`config.mk`:
```
export PLATFORM = sky130hd
export DESIGN_NAME = xor_checked_frame_parser_unit
export DESIGN_NICKNAME = d
export VERILOG_FILES = /design/src/rtl/ffp_pkg.sv /design/src/rtl/xor_checked_frame_parser_unit.sv /design/src/rtl/ffp_cfg_regs.sv /design/src/rtl/ffp_core.sv /design/src/rtl/ffp_out_reg.sv
export SDC_FILE = /design/constraint.sdc
export NUM_CORES = 1
export LEC_CHECK = 0
export BUFFER_PORTS_ARGS = -buffer_cell sky130_fd_sc_hd__buf_2
export CORE_MARGIN = 4
export CORE_UTILIZATION = 51
export DETAILED_ROUTE_END_ITERATION = 7
export GPL_TIMING_DRIVEN = 0
export PLACE_DENSITY = 0.75
export SLEW_MARGIN = 20
export SYNTH_ARGS = -nofsm -noshare
export SYNTH_HDL_FRONTEND = slang
export SYNTH_SLANG_ARGS = --single-unit
```
`constraint.sdc`:
```
create_clock -name clk -period 2.7 [get_ports clk]
set_input_delay 0.405 -clock clk [delete_from_list [all_inputs] [get_ports clk]]
set_output_delay 0.405 -clock clk [all_outputs]
set_load 0.01 [all_outputs]
```
`src/rtl/ffp_pkg.sv`:
```
// Package for the XOR-checked frame parser: shared types, codes and constants.
// Depends on nothing; every other file of the block but the checker refers to it by scoped names.
`default_nettype none

package ffp_pkg;

  localparam int unsigned ADDR_W = 5;
  localparam int unsigned DATA_W = 32;

  // Register indexes, taken from paddr[4:2].
  localparam logic [2:0] REG_START_BYTE    = 3'd0;
  localparam logic [2:0] REG_CODE_IDENTIFY = 3'd1;
  localparam logic [2:0] REG_CODE_DUMP     = 3'd2;
  localparam logic [2:0] REG_CODE_ACK      = 3'd3;
  localparam logic [2:0] REG_CODE_NACK     = 3'd4;
  localparam logic [2:0] REG_IDENTIFY_SIZE = 3'd5;
  localparam logic [2:0] REG_MAX_PAYLOAD   = 3'd6;

  // Length rules for dump frames (a minimum) and nack frames (a fixed length).
  localparam logic [15:0] DUMP_MIN_LEN = 16'd5;
  localparam logic [15:0] NACK_LEN     = 16'd2;

  typedef enum logic [2:0] {
    PH_HUNT,
    PH_CODE,
    PH_LEN_LO,
    PH_LEN_HI,
    PH_PAYLOAD,
    PH_CHECK
  } phase_t;

  typedef enum logic [1:0] {
    KIND_IDENTIFY = 2'd0,
    KIND_DUMP     = 2'd1,
    KIND_ACK      = 2'd2,
    KIND_NACK     = 2'd3
  } kind_t;

  typedef enum logic [1:0] {
    ST_NONE      = 2'd0,
    ST_GOOD      = 2'd1,
    ST_CSUM_ERR  = 2'd2,
    ST_LEN_ERR   = 2'd3
  } status_t;

  typedef struct packed {
    logic [7:0]  start_byte;
    logic [7:0]  code_identify;
    logic [7:0]  code_dump;
    logic [7:0]  code_ack;
    logic [7:0]  code_nack;
    logic [15:0] identify_size;
    logic [15:0] max_payload;
  } cfg_t;

  typedef struct packed {
    logic        is_payload;
    logic [7:0]  payload_byte;
    logic [15:0] payload_index;
    logic        frame_end;
    status_t     frame_status;
    kind_t       frame_kind;
    logic [15:0] frame_length;
  } res_t;

endpackage

`default_nettype wire

```
`src/rtl/xor_checked_frame_parser_unit.sv`:
```
// Top level of the XOR-checked frame parser: register file, state machine, result register.
// Depends on ffp_pkg, ffp_cfg_regs, ffp_core and ffp_out_reg.
//
//   Channel   Signals                                   Role
//   input     in_valid, in_ready, rx_byte               one received byte per transfer
//   output    out_valid, out_ready, result fields       one result per input transfer
//   config    psel, penable, pwrite, paddr, pwdata,     APB-style register access,
//             prdata, pready                            registers at byte address 4*i
//
// Every received byte passes through the frame state machine and lands in the result
// register at the edge at which it is accepted, so its result shows in the next cycle. A
// new byte is taken in every cycle as long as the result register is empty or is being
// drained in the same cycle. A stall at the output holds the result and blocks the input
// only while the result register is full. Reset is synchronous and puts the parser back
// to hunting with state, valid flag and configuration at defaults, but not the result data.
`default_nettype none

module xor_checked_frame_parser_unit (
  input  wire logic                       clk,
  input  wire logic                       rst,
  // Received byte stream.
  input  wire logic                       in_valid,
  output logic                            in_ready,
  input  wire logic [7:0]                 rx_byte,
  // Result stream.
  output logic                            out_valid,
  input  wire logic                       out_ready,
  output logic                            is_payload,
  output logic      [7:0]                 payload_byte,
  output logic      [15:0]                payload_index,
  output logic                            frame_end,
  output logic      [1:0]                 frame_status,
  output logic      [1:0]                 frame_kind,
  output logic      [15:0]                frame_length,
  // Configuration port.
  input  wire logic                       psel,
  input  wire logic                       penable,
  input  wire logic                       pwrite,
  input  wire logic [ffp_pkg::ADDR_W-1:0] paddr,
  input  wire logic [ffp_pkg::DATA_W-1:0] pwdata,
  output logic      [ffp_pkg::DATA_W-1:0] prdata,
  output logic                            pready
);

  ffp_pkg::cfg_t cfg;
  ffp_pkg::res_t res_comb;
  ffp_pkg::res_t res_q;
  logic          accept;

  // The state machine advances exactly on an input transfer.
  assign accept = in_valid && in_ready;

  ffp_cfg_regs u_cfg (
    .clk     (clk),
    .rst     (rst),
    .psel    (psel),
    .penable (penable),
    .pwrite  (pwrite),
    .paddr   (paddr),
    .pwdata  (pwdata),
    .prdata  (prdata),
    .pready  (pready),
    .cfg     (cfg)
  );

  ffp_core u_core (
    .clk     (clk),
    .rst     (rst),
    .advance (accept),
    .rx_byte (rx_byte),
    .cfg     (cfg),
    .res     (res_comb)
  );

  ffp_out_reg u_out (
    .clk       (clk),
    .rst       (rst),
    .in_valid  (in_valid),
    .in_ready  (in_ready),
    .res_in    (res_comb),
    .out_valid (out_valid),
    .out_ready (out_ready),
    .res_out   (res_q)
  );

  // Unpack the registered result onto the field ports.
  assign is_payload    = res_q.is_payload;
  assign payload_byte  = res_q.payload_byte;
  assign payload_index = res_q.payload_index;
  assign frame_end     = res_q.frame_end;
  assign frame_status  = res_q.frame_status;
  assign frame_kind    = res_q.frame_kind;
  assign frame_length  = res_q.frame_length;

endmodule

`default_nettype wire

```
`src/rtl/ffp_cfg_regs.sv`:
```
// Configuration register file of the frame parser behind an APB-style port.
// Depends on ffp_pkg for the register indexes and the configuration struct.
`default_nettype none

module ffp_cfg_regs (
  input  wire logic                       clk,
  input  wire logic                       rst,
  input  wire logic                       psel,
  input  wire logic                       penable,
  input  wire logic                       pwrite,
  input  wire logic [ffp_pkg::ADDR_W-1:0] paddr,
  input  wire logic [ffp_pkg::DATA_W-1:0] pwdata,
  output logic      [ffp_pkg::DATA_W-1:0] prdata,
  output logic                            pready,
  output ffp_pkg::cfg_t                   cfg
);

  logic       wr_en;
  logic [2:0] idx;

  assign pready = 1'b1;
  assign wr_en  = psel && penable && pwrite;
  assign idx    = paddr[4:2];

  always_ff @(posedge clk) begin
    if (rst) begin
      cfg.start_byte    <= 8'd0;
      cfg.code_identify <= 8'd1;
      cfg.code_dump     <= 8'd2;
      cfg.code_ack      <= 8'd3;
      cfg.code_nack     <= 8'd4;
      cfg.identify_size <= 16'd0;
      cfg.max_payload   <= 16'hFFFF;
    end else if (wr_en) begin
      case (idx)
        ffp_pkg::REG_START_BYTE:    cfg.start_byte    <= pwdata[7:0];
        ffp_pkg::REG_CODE_IDENTIFY: cfg.code_identify <= pwdata[7:0];
        ffp_pkg::REG_CODE_DUMP:     cfg.code_dump     <= pwdata[7:0];
        ffp_pkg::REG_CODE_ACK:      cfg.code_ack      <= pwdata[7:0];
        ffp_pkg::REG_CODE_NACK:     cfg.code_nack     <= pwdata[7:0];
        ffp_pkg::REG_IDENTIFY_SIZE: cfg.identify_size <= pwdata[15:0];
        ffp_pkg::REG_MAX_PAYLOAD:   cfg.max_payload   <= pwdata[15:0];
        default: ;
      endcase
    end
  end

  always_comb begin
    case (idx)
      ffp_pkg::REG_START_BYTE:    prdata = {24'd0, cfg.start_byte};
      ffp_pkg::REG_CODE_IDENTIFY: prdata = {24'd0, cfg.code_identify};
      ffp_pkg::REG_CODE_DUMP:     prdata = {24'd0, cfg.code_dump};
      ffp_pkg::REG_CODE_ACK:      prdata = {24'd0, cfg.code_ack};
      ffp_pkg::REG_CODE_NACK:     prdata = {24'd0, cfg.code_nack};
      ffp_pkg::REG_IDENTIFY_SIZE: prdata = {16'd0, cfg.identify_size};
      ffp_pkg::REG_MAX_PAYLOAD:   prdata = {16'd0, cfg.max_payload};
      default:                    prdata = '0;
    endcase
  end

endmodule

`default_nettype wire

```
`src/rtl/ffp_core.sv`:
```
// Frame state machine of the parser: phase, running checksum, kind, length, count.
// Produces one result per byte combinationally; depends on ffp_pkg.
`default_nettype none

module ffp_core (
  input  wire logic          clk,
  input  wire logic          rst,
  input  wire logic          advance,
  input  wire logic [7:0]    rx_byte,
  input  wire ffp_pkg::cfg_t cfg,
  output ffp_pkg::res_t      res
);

  ffp_pkg::phase_t phase, phase_next;
  ffp_pkg::kind_t  kind, kind_next;
  logic [7:0]      running_xor, running_xor_next;
  logic [15:0]     declared_length, declared_length_next;
  logic [15:0]     received_count, received_count_next;

  logic            code_known;
  ffp_pkg::kind_t  code_kind;
  logic [15:0]     count_inc;
  logic [15:0]     full_length;
  logic            length_ok;

  // Code lookup with identify, dump, ack, nack priority.
  always_comb begin
    code_known = 1'b1;
    code_kind  = ffp_pkg::KIND_IDENTIFY;
    if (rx_byte == cfg.code_identify)  code_kind = ffp_pkg::KIND_IDENTIFY;
    else if (rx_byte == cfg.code_dump) code_kind = ffp_pkg::KIND_DUMP;
    else if (rx_byte == cfg.code_ack)  code_kind = ffp_pkg::KIND_ACK;
    else if (rx_byte == cfg.code_nack) code_kind = ffp_pkg::KIND_NACK;
    else                               code_known = 1'b0;
  end

  assign count_inc   = received_count + 16'd1;
  assign full_length = {rx_byte, declared_length[7:0]};

  always_comb begin
    case (kind)
      ffp_pkg::KIND_IDENTIFY: length_ok = (declared_length == cfg.identify_size);
      ffp_pkg::KIND_DUMP:     length_ok = (declared_length >= ffp_pkg::DUMP_MIN_LEN);
      ffp_pkg::KIND_ACK:      length_ok = (declared_length == 16'd0);
      default:                length_ok = (declared_length == ffp_pkg::NACK_LEN);
    endcase
    if (declared_length > cfg.max_payload) length_ok = 1'b0;
  end

  // Next state.
  always_comb begin
    phase_next = phase;
    case (phase)
      ffp_pkg::PH_HUNT: begin
        if (rx_byte == cfg.start_byte) phase_next = ffp_pkg::PH_CODE;
      end
      ffp_pkg::PH_CODE:    phase_next = code_known ? ffp_pkg::PH_LEN_LO : ffp_pkg::PH_HUNT;
      ffp_pkg::PH_LEN_LO:  phase_next = ffp_pkg::PH_LEN_HI;
      ffp_pkg::PH_LEN_HI: begin
        phase_next = (full_length != 16'd0) ? ffp_pkg::PH_PAYLOAD : ffp_pkg::PH_CHECK;
      end
      ffp_pkg::PH_PAYLOAD: begin
        if (count_inc == declared_length) phase_next = ffp_pkg::PH_CHECK;
      end
      default:             phase_next = ffp_pkg::PH_HUNT;
    endcase
  end

  // Data registers that travel with the frame.
  always_comb begin
    running_xor_next     = running_xor;
    kind_next            = kind;
    declared_length_next = declared_length;
    received_count_next  = received_count;
    case (phase)
      ffp_pkg::PH_HUNT: begin
        if (rx_byte == cfg.start_byte) running_xor_next = rx_byte;
      end
      ffp_pkg::PH_CODE: begin
        if (code_known) begin
          kind_next        = code_kind;
          running_xor_next = running_xor ^ rx_byte;
        end
      end
      ffp_pkg::PH_LEN_LO: begin
        declared_length_next = {8'd0, rx_byte};
        running_xor_next     = running_xor ^ rx_byte;
      end
      ffp_pkg::PH_LEN_HI: begin
        declared_length_next = full_length;
        running_xor_next     = running_xor ^ rx_byte;
        received_count_next  = 16'd0;
      end
      ffp_pkg::PH_PAYLOAD: begin
        running_xor_next    = running_xor ^ rx_byte;
        received_count_next = count_inc;
      end
      default: ;
    endcase
  end

  // Result of the current byte.
  always_comb begin
    res = '0;
    case (phase)
      ffp_pkg::PH_PAYLOAD: begin
        res.is_payload    = 1'b1;
        res.payload_byte  = rx_byte;
        res.payload_index = received_count;
      end
      ffp_pkg::PH_CHECK: begin
        res.frame_end    = 1'b1;
        res.frame_kind   = kind;
        res.frame_length = declared_length;
        if (rx_byte != running_xor) res.frame_status = ffp_pkg::ST_CSUM_ERR;
        else if (!length_ok)        res.frame_status = ffp_pkg::ST_LEN_ERR;
        else                        res.frame_status = ffp_pkg::ST_GOOD;
      end
      default: ;
    endcase
  end

  always_ff @(posedge clk) begin
    if (rst) begin
      phase           <= ffp_pkg::PH_HUNT;
      running_xor     <= 8'd0;
      kind            <= ffp_pkg::KIND_IDENTIFY;
      declared_length <= 16'd0;
      received_count  <= 16'd0;
    end else if (advance) begin
      phase           <= phase_next;
      running_xor     <= running_xor_next;
      kind            <= kind_next;
      declared_length <= declared_length_next;
      received_count  <= received_count_next;
    end
  end

endmodule

`default_nettype wire

```
`src/rtl/ffp_out_reg.sv`:
```
// Result register of the frame parser with its valid/ready handshake.
// Depends on ffp_pkg for the result struct.
`default_nettype none

module ffp_out_reg (
  input  wire logic          clk,
  input  wire logic          rst,
  input  wire logic          in_valid,
  output logic               in_ready,
  input  wire ffp_pkg::res_t res_in,
  output logic               out_valid,
  input  wire logic          out_ready,
  output ffp_pkg::res_t      res_out
);

  logic load;

  assign in_ready = !out_valid || out_ready;
  assign load     = in_valid && in_ready;

  always_ff @(posedge clk) begin
    if (rst) begin
      out_valid <= 1'b0;
    end else if (load) begin
      out_valid <= 1'b1;
    end else if (out_ready) begin
      out_valid <= 1'b0;
    end
  end

  always_ff @(posedge clk) begin
    if (load) begin
      res_out <= res_in;
    end
  end

endmodule

`default_nettype wire

```
; After elaboration in Yosys (flattened, before gate mapping)
; Index checks and enable logic that the tools add are counted.
; Widths: inputs -> output; s select.
[classes]
shift = 0
muxes = 27
reduce_logical = 29
eq_ne = 25
bitwise = 3
addsub = 1
multipliers = 0
div = 0
n_lt_le_gt_ge = 2
[op_table]
columns = op, n
row1 = $pmux 16 s7, 1
row2 = $pmux 16 s2, 2
row3 = $eq 8x8->1, 5
row4 = $eq 16x16->1, 2
row5 = $mux 25, 1
row6 = $pmux 8 s3, 1
row7 = $mux 21, 1
row8 = $reduce_and 2->1, 9
row9 = $add 16x1->16 const B, 1
row10 = $eq 16x2->1 const B, 1
row11 = $ge 16x3->1 const B, 1
row12 = $gt 16x16->1, 1
row13 = $logic_not 16->1, 1
row14 = $mux 8, 2
row15 = $reduce_bool 16->1, 1
row16 = $eq 3x3->1 const B, 5
row17 = $pmux 3 s5, 1
row18 = $mux 2, 7
row19 = $eq 3x2->1 const B, 4
row20 = $reduce_and 3->1, 3
row21 = $mux 1, 8
row22 = $ne 8x8->1, 1
row23 = $xor 8x8->8, 1
row24 = $eq 3x1->1 const B, 2
row25 = other kinds (16), 25
[totals]
n_memories = 0
word_cells = 109
inputBits = 52
out_inout_bits = 81
rom_bits = 0
mem_bits_rw = 0
latchBits = 0
register_bits = 164

; Depth between registers and ports, before layout
; Gate-level depths: netlist of the first run.
[depth]
depth_word = 7
depth_mapped = 9
depth_no_buf = 8

; By module
; From an unflattened synthesis of the first run, not the netlist that was laid out.
[unflattened]
cells_unflattened = 1078
area_unflattened_um2 = 9551.7
[by_module_without_submodules]
columns = module, cells_per_inst, seq_area_each_um2, area_per_inst_um2, n_inst
row1 = ffp_core, 611, 900.9, 4538.1, 1
row2 = ffp_cfg_regs, 415, 1441.4, 3570.9, 1
row3 = ffp_out_reg, 51, 1401.3, 1436.4, 1
row4 = xor_checked_frame_parser_unit, 1, 0.0, 6.3, 1

; Worst setup path before layout of the first run
; Ideal clock, no wire load.
[synth_path]
kind = input-to-reg
start = in out_ready
end = reg u_core.received_count[14]
setup_slack_ns = -0.321
arrival_time_ns = 2.889
setup_time_ns = 0.132
cell_stages = 8
n_path_buf = 1
cell_sequence = nand2b_1 > nand2_1 > clkinv_1 > nand2_1 > clkbuf_1 > nor2_1 > o21ai_0 > a21oi_1
[synth_between]
elab_chain_cells = 3
[synth_rtl]
columns = item, line
row1 = start: declaration, xor_checked_frame_parser_unit.sv:27  ; input wire logic out_ready,
row2 = $logic_or 1x1->1, ffp_out_reg.sv:18  ; assign in_ready = !out_valid || out_ready;
row3 = $logic_and 1x1->1, xor_checked_frame_parser_unit.sv:51  ; assign accept = in_valid && in_ready;
row4 = via accept, xor_checked_frame_parser_unit.sv:48  ; logic accept;
row5 = $reduce_and 2->1 (no line), --
row6 = end signal: assignment, ffp_core.sv:135  ; received_count <= received_count_next;
row7 = end: declaration, ffp_core.sv:18  ; logic [15:0] received_count, received_count_next;
; The timed path passes the listed nets, and every way through them passes these cells.
; A chain may end at the register's enable or synchronous reset.

; Worst setup path after layout of the first run
[layout_path]
start = in paddr[3] (netlist bit)
end = out prdata[3] (netlist bit)
[layout_between]
elab_chain_cells = 2
[layout_rtl]
columns = item, line
row1 = start: declaration, xor_checked_frame_parser_unit.sv:39  ; input wire logic [ffp_pkg::ADDR_W-1:0] paddr,
row2 = "$eq 3x3->1, or another cell as far along", ffp_cfg_regs.sv:49  ; case (idx)
row3 = $pmux 16 s7 *, ffp_cfg_regs.sv:49
row4 = end: declaration, xor_checked_frame_parser_unit.sv:41  ; output logic [ffp_pkg::DATA_W-1:0] prdata,
; Mark *: on every way between the ends. The rest lies on a longest branch, timed or not.

==> results of run 1 <==
==> through the flow <==
stage / std cells / worst slack (ps) / TNS, ps
after global routing: 1414 / 51.88 / 0
after CTS: 1414 / 24.21 / 0
after global placement: 1382 / -483.4 / -7089
after floorplan: 1062 / 323.1 / 0
final: 1414 / 128.6 / 0
after detailed placement: 1382 / -544.1 / -8093
==> flip-flops by register name (all words and copies together) (netlist names) <==
register	cells
u_core.received_count	16
u_core.running_xor	8
u_out.res_out	46
u_core.kind	2
u_core.phase	3
u_out.out_valid	1
u_cfg.cfg	72
u_core.declared_length	16
==> critical path: stages <==
cell      delay (ps)
buf_2            190
clkbuf_1         450
clkbuf_1         440
a22oi_1          160
o221ai_1         320
buf_2            200
==> timing repair <==
item / in CTS / in global routing
hold endpoints to repair: 0 / 0
endpoints found under the setup margin: 24 / 8
gates resized for setup: 4 / 8
==> cell usage in the layout (no fill, tap or decap), types with 18 or more instances in the layout <==
| cell | n |
|---|---|
| buf_2 | 110 |
| and2_1 | 26 |
| buf_4 | 18 |
| ha_1 | 19 |
| and3_1 | 28 |
| nand3_1 | 22 |
| o21ai_0 | 36 |
| inv_1 | 34 |
| dfxtp_1 | 117 |
| nand2_1 | 114 |
| clkbuf_1 | 51 |
| mux2i_1 | 50 |
| nand4_1 | 20 |
| a21oi_1 | 57 |
| o211ai_1 | 24 |
| nor2_1 | 94 |
| xor2_1 | 62 |
| a22oi_1 | 22 |
| edfxtp_1 | 46 |
==> path summary, 6_finish.rpt <==
check             slack, ps                               startpoint  depth (start not counted)                               to
setup / recovery        130                                 paddr[3]                          6                        prdata[3]
hold / removal          210                               pwdata[12]                          3       u_cfg.cfg[12]$_SDFFE_PP1P_
setup reg to reg        160  u_core.declared_length[12]$_SDFFE_PP0P_                          7  u_out.res_out[19]$_SDFFCE_PN0P_
hold reg to reg         500               u_cfg.cfg[17]$_SDFFE_PP0P_                          2       u_cfg.cfg[17]$_SDFFE_PP0P_
==> layout make-up <==
type / instances / area, um^2
sequential: 164 / 3745
buffer: 94 / 461.7
clock inverter: 10 / 97.59
timing repair buffer: 95 / 475.5
clock buffer: 22 / 465.4
tap: 225 / 281.5
fill: 1562 / 6903
multi-input combinational: 768 / 4907
inverter: 36 / 140.1
==> logic make-up after synthesis <==
group	after synthesis	synth area share (%)
adders and majority gates	21	2.835
and+or+nand+nor	384	20.73
xor gates and xnor gates	77	7.347
muxes	58	6.679
DFF	164	40.79
buffers and inverters	130	6.420
other	2	0.08182
AOI/OAI and AO/OA	211	15.12
==> per-layer routing <==
layer | share of wire (%) | routed length [um] | track usage, %
met1 | 44 | 11830 | 37.89
met4 | 3.1 | 817 | 11.16
met5 | 0 | 0 | 0
met2 | 44 | 11670 | 38.61
met3 | 8.7 | 2318 | 4.872
==> power groups by stage <==
| stage | clock (mW) | combinational (mW) | sequential, mW |
|---|---|---|---|
| 6_report | 2.35 | 0.418 | 2.59 |
| 5_1_grt | 2.48 | 0.447 | 2.59 |
| 4_1_cts | 2.38 | 0.411 | 2.59 |
| 3_5_place_dp | 0 | 0.408 | 2.64 |
| 3_3_place_gp | 0 | 0.406 | 2.64 |
| 2_1_floorplan | 0 | 0.216 | 2.66 |
==> out/qor.log, run 1 <==
qor: outcome.result_of_the_run complete, no violations
qor: clock_tree.tritoncts yes
qor: floorplan.core_area 0.01748 mm^2
qor: layout.finish.net_count 1,248
qor: sta.timing.final.max_slew_violations 0
qor: flow_run.maxCapViolations 0
qor: drt.drt-wirelength-per-cell 18.83 um
qor: clock_tree.h-tree-depth 4
qor: drt.initialDrtViolationCount 1,066
qor: clock_tree.worst_skew_pair.late_latency 430 ps
qor: clock_tree.postCtsSetupRepairBufs 0
qor: synthesis.dominantRegCellSynth dfxtp_1
qor: layout.finalCoreUtilization 60.50%
qor: synthesis.synth.top_cells.by_area dfxtp_1 (26%), edfxtp_1 (15%), xor2_1 (5.9%), mux2i_1 (5.5%), nand2_1 (4.7%)
qor: floorplan.floorplan_die_width 142.2 um
qor: worst_setup_path.arr_time_crit_path 2170 ps
qor: power_and_ir_drop.comb_power_share 7.8%
qor: sta.maximum_clock_frequency 388.9 MHz
qor: worst_hold_path.hold_path.class input pin to register
qor: clock_tree.tritoncts.num_buffers 17
qor: synthesis.synth_area_leader_cell dfxtp_1
qor: floorplan.die_area 0.02021 mm^2
qor: drt.postRouteAntennaNets 0
qor: synthesis.synth_area_per_cell 8.767 um^2
qor: layout.antennaDiodeCount 0
qor: worst_setup_path.critical_path.startpoint_type input pin
qor: power_and_ir_drop.cell_internal_pwr 4.038 mW
qor: power_and_ir_drop.p_seq_share 48.3%
qor: placement.place_area 0.009993 mm^2
qor: sta.fin_worst_skew 5.235 ps
qor: synthesis.synth_cells 1,047
qor: sta.finalCriticalPeriod 2571 ps
qor: synthesis.synth.yosys.seq_area_share 40.79%
qor: power_and_ir_drop.leakagePower 4.562 nW
qor: floorplan.die_height 142.2 um
qor: floorplan.fp-row-count 48
qor: global_route.grt-ovfl-total 0
qor: power_and_ir_drop.netSwitchingPower 1.315 mW
qor: synthesis.postSynthRegisterBits 164
qor: global_route.grt_start_max_net_pins 55
qor: global_route.initial_antenna_violation_count 0
qor: drt.remaining_drc_errors 0
qor: worst_setup_path.critical_path.endpoint_type output pin
qor: clock_tree.cts.reportedPaths.clkPinSlew 70 ps
qor: sta.hold_viol_final 0
qor: drt.via_count 8,367
qor: floorplan.floorplan.initialDensity 52.52%
qor: power_and_ir_drop.vdd_drop_max 0.0004671 V
qor: sta.timing.max_slew.rel_slack 31.98%
qor: sta.setup_viol 0
qor: clock_tree.ctsRootBufferMaster clkbuf_16
qor: global_route.number_of_global_route_vias_before_repair 7,770
qor: placement.io_port_bufs 95
qor: layout.finish.instance_area 0.01057 mm^2
qor: sta.timing.final.crit_share 95.24%
qor: power_and_ir_drop.power_per_cell_area 506.3 mW/mm^2
qor: worst_setup_path.worstPathRequired 2300 ps
qor: sta.grt_setup_unrepaired false
qor: power_and_ir_drop.clkPwrFrac 43.9%
qor: synthesis.synth-edff-count 46
qor: synthesis.yosysWarnings 0
qor: global_route.track_usage 26.26%
qor: clock_tree.cts.sinks 164
qor: worst_setup_path.path_max_fanout 10
qor: synthesis.mappedNetlistArea 0.009179 mm^2
qor: global_route.grt_first_pass_wirelength 41,940 um
qor: synthesis.synth-async-reset-ratio 0%
qor: worst_setup_path.worstSetupPathType input pin to output pin
qor: placement.routabilityCongestion 0.9524
qor: synthesis.number_of_distinct_library_cells_after_synthesis 67
qor: synthesis.synthTopCellsByCount dfxtp_1 (118), nand2_1 (115), nor2_1 (94), xor2_1 (62), a21oi_1 (57)
qor: drt.detailed_router_iteration_count_before_antenna_repair 5
qor: sta.worst-slew-pin-transition 1015 ps
qor: drt.vias_per_cell 5.917
qor: placement.dp_hpwl 19,260 um
qor: sta.holdWs 209.1 ps
qor: power_and_ir_drop.power.switching_fraction 24.56%
qor: clock_tree.postCtsHoldBufs 0
qor: floorplan.design.portCount 133
qor: drt.finalWirelength 26,630 um
qor: layout.areaGrowthSynthToFinish 15.20%
qor: clock_tree.cts_buffer_depth 2
qor: layout.final_layout_size_suffix_gt1_share 15.81%
qor: synthesis.synth_most_common_cell dfxtp_1
qor: synthesis.synth_top_cell_area_share 25.74%
qor: power_and_ir_drop.finalPower 5.353 mW
Power figures use the tool's default switching activity.
==> run 2: changes to the inputs <==
--- a/config.mk
+++ b/config.mk
@@ -11,7 +11,9 @@
 export DETAILED_ROUTE_END_ITERATION = 7
 export GPL_TIMING_DRIVEN = 0
 export PLACE_DENSITY = 0.75
+export SKIP_CTS_REPAIR_TIMING = 1
 export SLEW_MARGIN = 20
 export SYNTH_ARGS = -nofsm -noshare
 export SYNTH_HDL_FRONTEND = slang
+export SYNTH_HIERARCHICAL = 1
 export SYNTH_SLANG_ARGS = --single-unit
==> out/qor.log, run 2 <==
qor: placement.io_port_bufs 97 [was 95]
qor: global_route.grt_start_max_net_pins 47 [was 55]
qor: drt.detailed_router_iteration_count_before_antenna_repair 7 [was 5]
qor: synthesis.synth.yosys.seq_area_share 39.19% [was 40.79%]
qor: global_route.grt_first_pass_wirelength 43,450 um [was 41,940 um]
qor: worst_setup_path.critical_path.endpoint_type register [was output pin]
qor: drt.drt-wirelength-per-cell 19.39 um [was 18.83 um]
qor: clock_tree.h-tree-depth 4 [unchanged]
qor: clock_tree.cts.sinks 164 [unchanged]
qor: floorplan.floorplan.initialDensity 52.46% [was 52.52%]
qor: synthesis.synth_most_common_cell dfxtp_1 [unchanged]
qor: global_route.initial_antenna_violation_count 0 [unchanged]
qor: worst_setup_path.critical_path.startpoint_type register [was input pin]
qor: layout.multiInputGateArea 0.005166 mm^2 [was 0.004907 mm^2]
qor: clock_tree.tritoncts.num_buffers 17 [unchanged]
qor: sta.grt_setup_unrepaired false [unchanged]
qor: worst_hold_path.hold_path.class input pin to register [unchanged]
qor: drt.vias_per_cell 6.038 [was 5.917]
qor: power_and_ir_drop.leakagePower 4.606 nW [was 4.562 nW]
qor: flow_run.maxCapViolations 0 [unchanged]
qor: power_and_ir_drop.vdd_drop_max 0.0004591 V [was 0.0004671 V]
qor: sta.timing.final.crit_share 91.79% [was 95.24%]
qor: layout.most_common_cell_after_layout_fill_and_taps_aside dfxtp_1 [unchanged]
qor: placement.routabilityCongestion 0.9940 [was 0.9524]
qor: synthesis.mappedNetlistArea 0.009552 mm^2 [was 0.009179 mm^2]
qor: synthesis.yosysWarnings 6 [was 0]
qor: layout.areaGrowthSynthToFinish 15.03% [was 15.20%]
qor: layout.layout.cells.most_common_list dfxtp_1 (118), buf_2 (115), nor2_1 (81) [was dfxtp_1 (117), nand2_1 (114), buf_2 (110)]
qor: layout.finish.net_count 1,281 [was 1,248]
qor: worst_setup_path.worstSetupPathType register to register [was input pin to output pin]
qor: drt.via_count 8,761 [was 8,367]
qor: clock_tree.cts_buffer_depth 2 [unchanged]
qor: sta.timing.final.max_slew_violations 0 [unchanged]
qor: worst_hold_path.min_from rst [was pwdata[12]]
qor: sta.hold_viol_final 0 [unchanged]
qor: drt.initialDrtViolationCount 946 [was 1,066]
qor: synthesis.synth-async-reset-ratio 0% [unchanged]
qor: layout.largest_registers u_cfg/cfg x72, u_out/res_out x46 [was u_cfg.cfg x72, u_out.res_out x46]
qor: drt.remaining_drc_errors 0 [unchanged]
qor: floorplan.die_height 144.9 um [was 142.2 um]
qor: clock_tree.tritoncts yes [unchanged]
qor: sta.fin_worst_skew 10.96 ps [was 5.235 ps]
qor: sta.timing.max_slew.rel_slack 54.29% [was 31.98%]
qor: layout.largest_register_ffs 72 [unchanged]
qor: layout.nFillCells 1,634 [was 1,562]
qor: floorplan.core_area 0.01821 mm^2 [was 0.01748 mm^2]
qor: clock_tree.worst_skew_pair.late_latency 440 ps [was 430 ps]
qor: power_and_ir_drop.finalPower 5.575 mW [was 5.353 mW]
qor: sta.fin_setup_tns 0 ps [unchanged]
qor: global_route.grt-ovfl-total 0 [unchanged]
qor: global_route.track_usage 26.73% [was 26.26%]
qor: synthesis.synth_area_leader_cell dfxtp_1 [unchanged]
qor: layout.final_layout_size_suffix_gt1_share 18.90% [was 15.81%]
qor: sta.maximum_clock_frequency 403.5 MHz [was 388.9 MHz]
qor: floorplan.design.portCount 133 [unchanged]
qor: outcome.result_of_the_run complete, no violations [unchanged]
qor: global_route.number_of_global_route_vias_before_repair 8,194 [was 7,770]
qor: synthesis.number_of_distinct_library_cells_after_synthesis 83 [was 67]
qor: clock_tree.ctsRootBufferMaster clkbuf_16 [unchanged]
qor: power_and_ir_drop.power_per_cell_area 507.4 mW/mm^2 [was 506.3 mW/mm^2]
qor: drt.postRouteAntennaNets 0 [unchanged]
qor: worst_setup_path.worstPathRequired 2870 ps [was 2300 ps]
qor: sta.worst-slew-pin-transition 685.7 ps [was 1015 ps]
qor: synthesis.synth_cells 1,078 [was 1,047]
qor: worst_setup_path.worst_r2r_startpoint u_core/kind[0]$_SDFFE_PP0P_ [was u_core.declared_length[12]$_SDFFE_PP0P_]
qor: synthesis.synthTopCellsByCount dfxtp_1 (118), nor2_1 (81), a21oi_1 (79), o21ai_0 (73), nand3_1 (62) [was dfxtp_1 (118), nand2_1 (115), nor2_1 (94), xor2_1 (62), a21oi_1 (57)]
qor: synthesis.synth.top_cells.by_area dfxtp_1 (25%), edfxtp_1 (14%), xor2_1 (4.8%), mux2i_1 (4.2%), a21oi_1 (4.1%) [was dfxtp_1 (26%), edfxtp_1 (15%), xor2_1 (5.9%), mux2i_1 (5.5%), nand2_1 (4.7%)]
qor: layout.regArea 0.003744 mm^2 [was 0.003745 mm^2]
qor: synthesis.synth_top_cell_area_share 24.73% [was 25.74%]
qor: sta.setup_viol 0 [unchanged]
qor: layout.register_containing_the_most_flip_flops_in_the_final_layout u_cfg/cfg [was u_cfg.cfg]
qor: floorplan.floorplan_die_width 144.9 um [was 142.2 um]
qor: placement.dp_hpwl 20,680 um [was 19,260 um]
qor: worst_setup_path.critical_path.startpoint u_core/kind[0]$_SDFFE_PP0P_ [was paddr[3]]
qor: synthesis.synth_area_per_cell 8.861 um^2 [was 8.767 um^2]
qor: floorplan.die_area 0.02098 mm^2 [was 0.02021 mm^2]
qor: drt.finalWirelength 28,130 um [was 26,630 um]
qor: clock_tree.cts.reportedPaths.clkPinSlew 60 ps [was 70 ps]
qor: floorplan.fp-row-count 49 [was 48]
qor: layout.antennaDiodeCount 0 [unchanged]
qor: synthesis.synth-edff-count 46 [unchanged]
qor: sta.finalCriticalPeriod 2478 ps [was 2571 ps]
qor: synthesis.postSynthRegisterBits 164 [unchanged]
qor: worst_setup_path.path_max_fanout 8 [was 10]
qor: synthesis.dominantRegCellSynth dfxtp_1 [unchanged]
qor: worst_setup_path.arr_time_crit_path 2650 ps [was 2170 ps]
[run 2: through the flow]
step / worst slack [ps] / cell area (um^2) / utilization, % / hold slack [ps] / std cells
2_1_floorplan: 588.5 / 9608 / - / 467.2 / 1093
3_3_place_gp: 265.3 / 10380 / 57.01 / 493.5 / 1419
3_5_place_dp: 268.6 / 10380 / 57.01 / 498.5 / 1419
4_1_cts: 249.7 / 10990 / 60.34 / 155.8 / 1451
5_1_grt: 108.2 / 10990 / 60.34 / 163.3 / 1451
6_report: 221.7 / 10990 / 60.34 / 170.1 / 1451
[run 2: logic make-up after synthesis]
logic type	after synthesis	synth area share (%)
DFF	164	39.19
AOI/OAI and AO/OA	249	16.09
and+or+nand+nor	382	22.70
buffers and inverters	138	7.309
muxes	48	5.135
xor gates and xnor gates	75	6.877
adders and majority gates	20	2.620
other	2	0.07863
[run 2: layout make-up]
class / count / share of cell area (%)
multi-input cells: 791 / 47.02
flip-flops and latches: 164 / 34.07
plain buffers: 105 / 5.227
repair buffers: 97 / 4.419
clock buffers: 19 / 3.940
well taps: 229 / 2.608
clock inverters: 13 / 1.583
inverters: 33 / 1.127
[run 2: metal layers]
| metal | vias to the layer above | routed length (um) | share of wire (%) | global-route usage [%] |
|---|---|---|---|---|
| met3 | 79 | 2270 | 8.1 | 4.732 |
| li1 | 4092 | - | - | - |
| met1 | 4123 | 11400 | 41 | 34.49 |
| met2 | 467 | 13440 | 48 | 44.32 |
| met5 | - | 0 | 0 | 0 |
| met4 | 0 | 1022 | 3.6 | 11.00 |
[run 2: final timing paths]
check	to	slack, ps	cells past startpoint
max	u_out/res_out[19]$_DFFE_PP_	220	8
min	u_out/out_valid$_SDFFE_PP0P_	170	2
max reg2reg	u_out/res_out[19]$_DFFE_PP_	220	8
min reg2reg	u_out/out_valid$_SDFFE_PP0P_	510	2
[run 2: power breakdown]
group | internal (mW) | switching [mW]
sequential | 2.57 | 0.0178
combinational | 0.160 | 0.300
clock | 1.47 | 1.06
[run 2: critical path, stage by stage, from the launching register on]
cell	delay (ps)
dfxtp_1	310
inv_1	120
ha_1	350
nand2_1	110
xnor2_1	120
or4_1	500
nor3_1	190
a41oi_1	200
o31a_1	310
==> run 3: changes to the inputs <==
==> constraint.sdc (replaced) <==
create_clock -name clk -period 2.7 [get_ports clk]
set_input_delay 0.54 -clock clk [delete_from_list [all_inputs] [get_ports clk]]
set_output_delay 0.54 -clock clk [all_outputs]
set_load 0.01 [all_outputs]
==> out/qor.log, run 3 (synthesis results as in run 2) <==
qor: outcome.result_of_the_run complete, no violations [unchanged]
qor: placement.routabilityCongestion 0.9940 [unchanged]
qor: sta.maximum_clock_frequency 379.8 MHz [was 403.5 MHz]
qor: sta.setup_viol 0 [unchanged]
qor: layout.antennaDiodeCount 0 [unchanged]
qor: clock_tree.worst_skew_pair.late_latency 440 ps [about the same]
qor: floorplan.floorplan_die_width 144.9 um [unchanged]
qor: layout.finish.instance_area 0.01099 mm^2 [about the same]
qor: drt.met2RoutedLength 13,290 um [was 13,440 um]
qor: layout.register_containing_the_most_flip_flops_in_the_final_layout u_cfg/cfg [unchanged]
qor: clock_tree.ctsRootBufferMaster clkbuf_16 [unchanged]
qor: clock_tree.cts_buffer_depth 2 [unchanged]
qor: sta.grt_setup_unrepaired false [unchanged]
qor: sta.timing.max_slew.rel_slack 54.53% [was 54.29%]
qor: sta.finalCriticalPeriod 2633 ps [was 2478 ps]
qor: placement.post-place-cells 1,419 [unchanged]
qor: global_route.grt_first_pass_wirelength 43,450 um [unchanged]
qor: sta.timing.final.crit_share 97.52% [was 91.79%]
qor: sta.timing.final.max_slew_violations 0 [unchanged]
qor: power_and_ir_drop.finalPower 5.586 mW [was 5.575 mW]
qor: worst_setup_path.worstSetupPathType input pin to output pin [was register to register]
qor: drt.met3_wirelength 2280 um [was 2270 um]
qor: drt.remaining_drc_errors 0 [unchanged]
qor: floorplan.die_height 144.9 um [unchanged]
qor: worst_setup_path.critical_path.endpoint_type output pin [was register]
qor: clock_tree.cts.reportedPaths.clkPinSlew 60 ps [about the same]
qor: global_route.initial_antenna_violation_count 0 [unchanged]
qor: layout.largest_registers u_cfg/cfg x72, u_out/res_out x46 [unchanged]
qor: placement.io_port_bufs 97 [unchanged]
qor: worst_setup_path.path_max_fanout 10 [was 8]
qor: floorplan.design.portCount 133 [unchanged]
qor: sta.fin_setup_tns 0 ps [unchanged]
qor: drt.vias_per_cell 6.056 [was 6.038]
qor: global_route.number_of_global_route_vias_before_repair 8,194 [unchanged]
qor: clock_tree.tritoncts.num_buffers 17 [unchanged]
qor: layout.final_layout_size_suffix_gt1_share 18.99% [was 18.90%]
qor: clock_tree.cts.sinks 164 [unchanged]
qor: layout.largest_register_ffs 72 [unchanged]
qor: layout.nFillCells 1,635 [was 1,634]
qor: worst_setup_path.worstPathRequired 2160 ps [was 2870 ps]
qor: layout.finish.net_count 1,281 [unchanged]
qor: global_route.track_usage 26.73% [unchanged]
qor: worst_setup_path.critical_path.startpoint_type input pin [was register]
qor: flow_run.maxCapViolations 0 [unchanged]
qor: floorplan.floorplan.initialDensity 52.46% [unchanged]
qor: clock_tree.tritoncts yes [unchanged]
qor: sta.fin_worst_skew 10.50 ps [was 10.96 ps]
qor: drt.wl_met1 11,530 um [was 11,400 um]
qor: drt.topRoutingLayerUsed met4 [unchanged]
qor: drt.postRouteAntennaNets 0 [unchanged]
qor: placement.dp_hpwl 20,680 um [unchanged]
qor: worst_setup_path.slowest_stage clkbuf_1 [was or4_1]
qor: drt.via_count 8,787 [was 8,761]
qor: drt.initialDrtViolationCount 876 [was 946]
qor: floorplan.die_area 0.02098 mm^2 [unchanged]
qor: worst_setup_path.delay_of_the_slowest_cell_on_the_worst_path 400 ps [was 500 ps]
qor: sta.hold_viol_final 0 [unchanged]
qor: layout.finalCoreUtilization 60.35% [was 60.34%]
qor: worst_hold_path.hold_path.class input pin to register [unchanged]
qor: drt.detailed_router_iteration_count_before_antenna_repair 5 [was 7]
qor: sta.worst-slew-pin-transition 675.8 ps [was 685.7 ps]
qor: global_route.grt-ovfl-total 0 [unchanged]
qor: clock_tree.h-tree-depth 4 [unchanged]
qor: floorplan.fp-row-count 49 [unchanged]
qor: layout.most_common_cell_after_layout_fill_and_taps_aside dfxtp_1 [unchanged]
qor: layout.final_cells 1,451 [unchanged]
qor: drt.finalWirelength 28,290 um [was 28,130 um]
qor: power_and_ir_drop.power_per_cell_area 508.3 mW/mm^2 [was 507.4 mW/mm^2]
qor: layout.areaGrowthSynthToFinish 15.05% [was 15.03%]
qor: layout.layout.cells.most_common_list dfxtp_1 (118), buf_2 (115), nor2_1 (81) [unchanged]
qor: global_route.grt_start_max_net_pins 47 [unchanged]
qor: worst_setup_path.most_repeated_library_cell_on_the_critical_path buf_2
qor: worst_setup_path.arr_time_crit_path 2090 ps [was 2650 ps]
qor: power_and_ir_drop.leakagePower 4.607 nW [was 4.606 nW]
qor: floorplan.core_area 0.01821 mm^2 [unchanged]
qor: drt.drt-wirelength-per-cell 19.50 um [was 19.39 um]
qor: worst_setup_path.cp_cell_sequence buf_2 -> buf_4 -> nor2b_1 -> clkbuf_1 -> a22oi_1 -> o211ai_1 -> buf_2 [was inv_1 -> ha_1 -> nand2_1 -> xnor2_1 -> or4_1 -> nor3_1 -> a41oi_1 -> o31a_1]
qor: placement.place_area 0.01038 mm^2 [unchanged]
qor: power_and_ir_drop.vdd_drop_max 0.0004647 V [was 0.0004591 V]
run 3: changes by cell type in the layout (fill, tap and decap cells not counted):
cell     before  now
nor2b_2       0    1
nor2b_1      11   10
run 3: worst max-delay path: cells and delay by family:
family / cells / cell delay (ps)
buf+inv: 4 / 860
compound gates: 2 / 550
simple gates: 1 / 150
run 3: metal layers:
layer | vias up | GRT usage (%)
li1 | 4088 | -
met1 | 4165 | 34.49
met2 | 446 | 44.32
met3 | 88 | 4.732
met4 | 0 | 11.00
met5 | - | 0
run 3: area by class of cell:
cell class	instances	area, um^2	share of cell area [%]
inverter	33	123.9	1.127
clock buffer	19	432.9	3.939
timing repair buffer	97	485.5	4.418
clock inverter	13	173.9	1.583
multi-input combinational	791	5169	47.03
buffer	105	574.3	5.226
tap	229	286.5	2.607
sequential	164	3744	34.07
run 3: power breakdown:
group,leakage [nW],switching (mW),internal [mW],total (mW)
registers,1.41,0.0178,2.57,2.58
clock network,0.291,1.07,1.47,2.54
logic,2.91,0.301,0.160,0.461
total,4.61,1.39,4.20,5.59
run 3: stage by stage:
stage | worst slack, ps | hold slack, ps
2_1_floorplan | 588.5 | 467.2
3_3_place_gp | 71.58 | 493.5
3_5_place_dp | 74.60 | 498.5
4_1_cts | 68.86 | 290.8
5_1_grt | 42.97 | 298.3
6_report | 67.07 | 302.2
run 3: final timing paths:
kind / start / end / slack, ps / depth (start not counted)
worst max-delay path: paddr[4] / prdata[3] / 70 / 7
worst min-delay path: rst / u_out/out_valid$_SDFFE_PP0P_ / 300 / 2
worst max register to register: u_core/kind[0]$_SDFFE_PP0P_ / u_out/res_out[19]$_DFFE_PP_ / 220 / 8
worst min register to register: u_out/out_valid$_SDFFE_PP0P_ / u_out/out_valid$_SDFFE_PP0P_ / 510 / 2
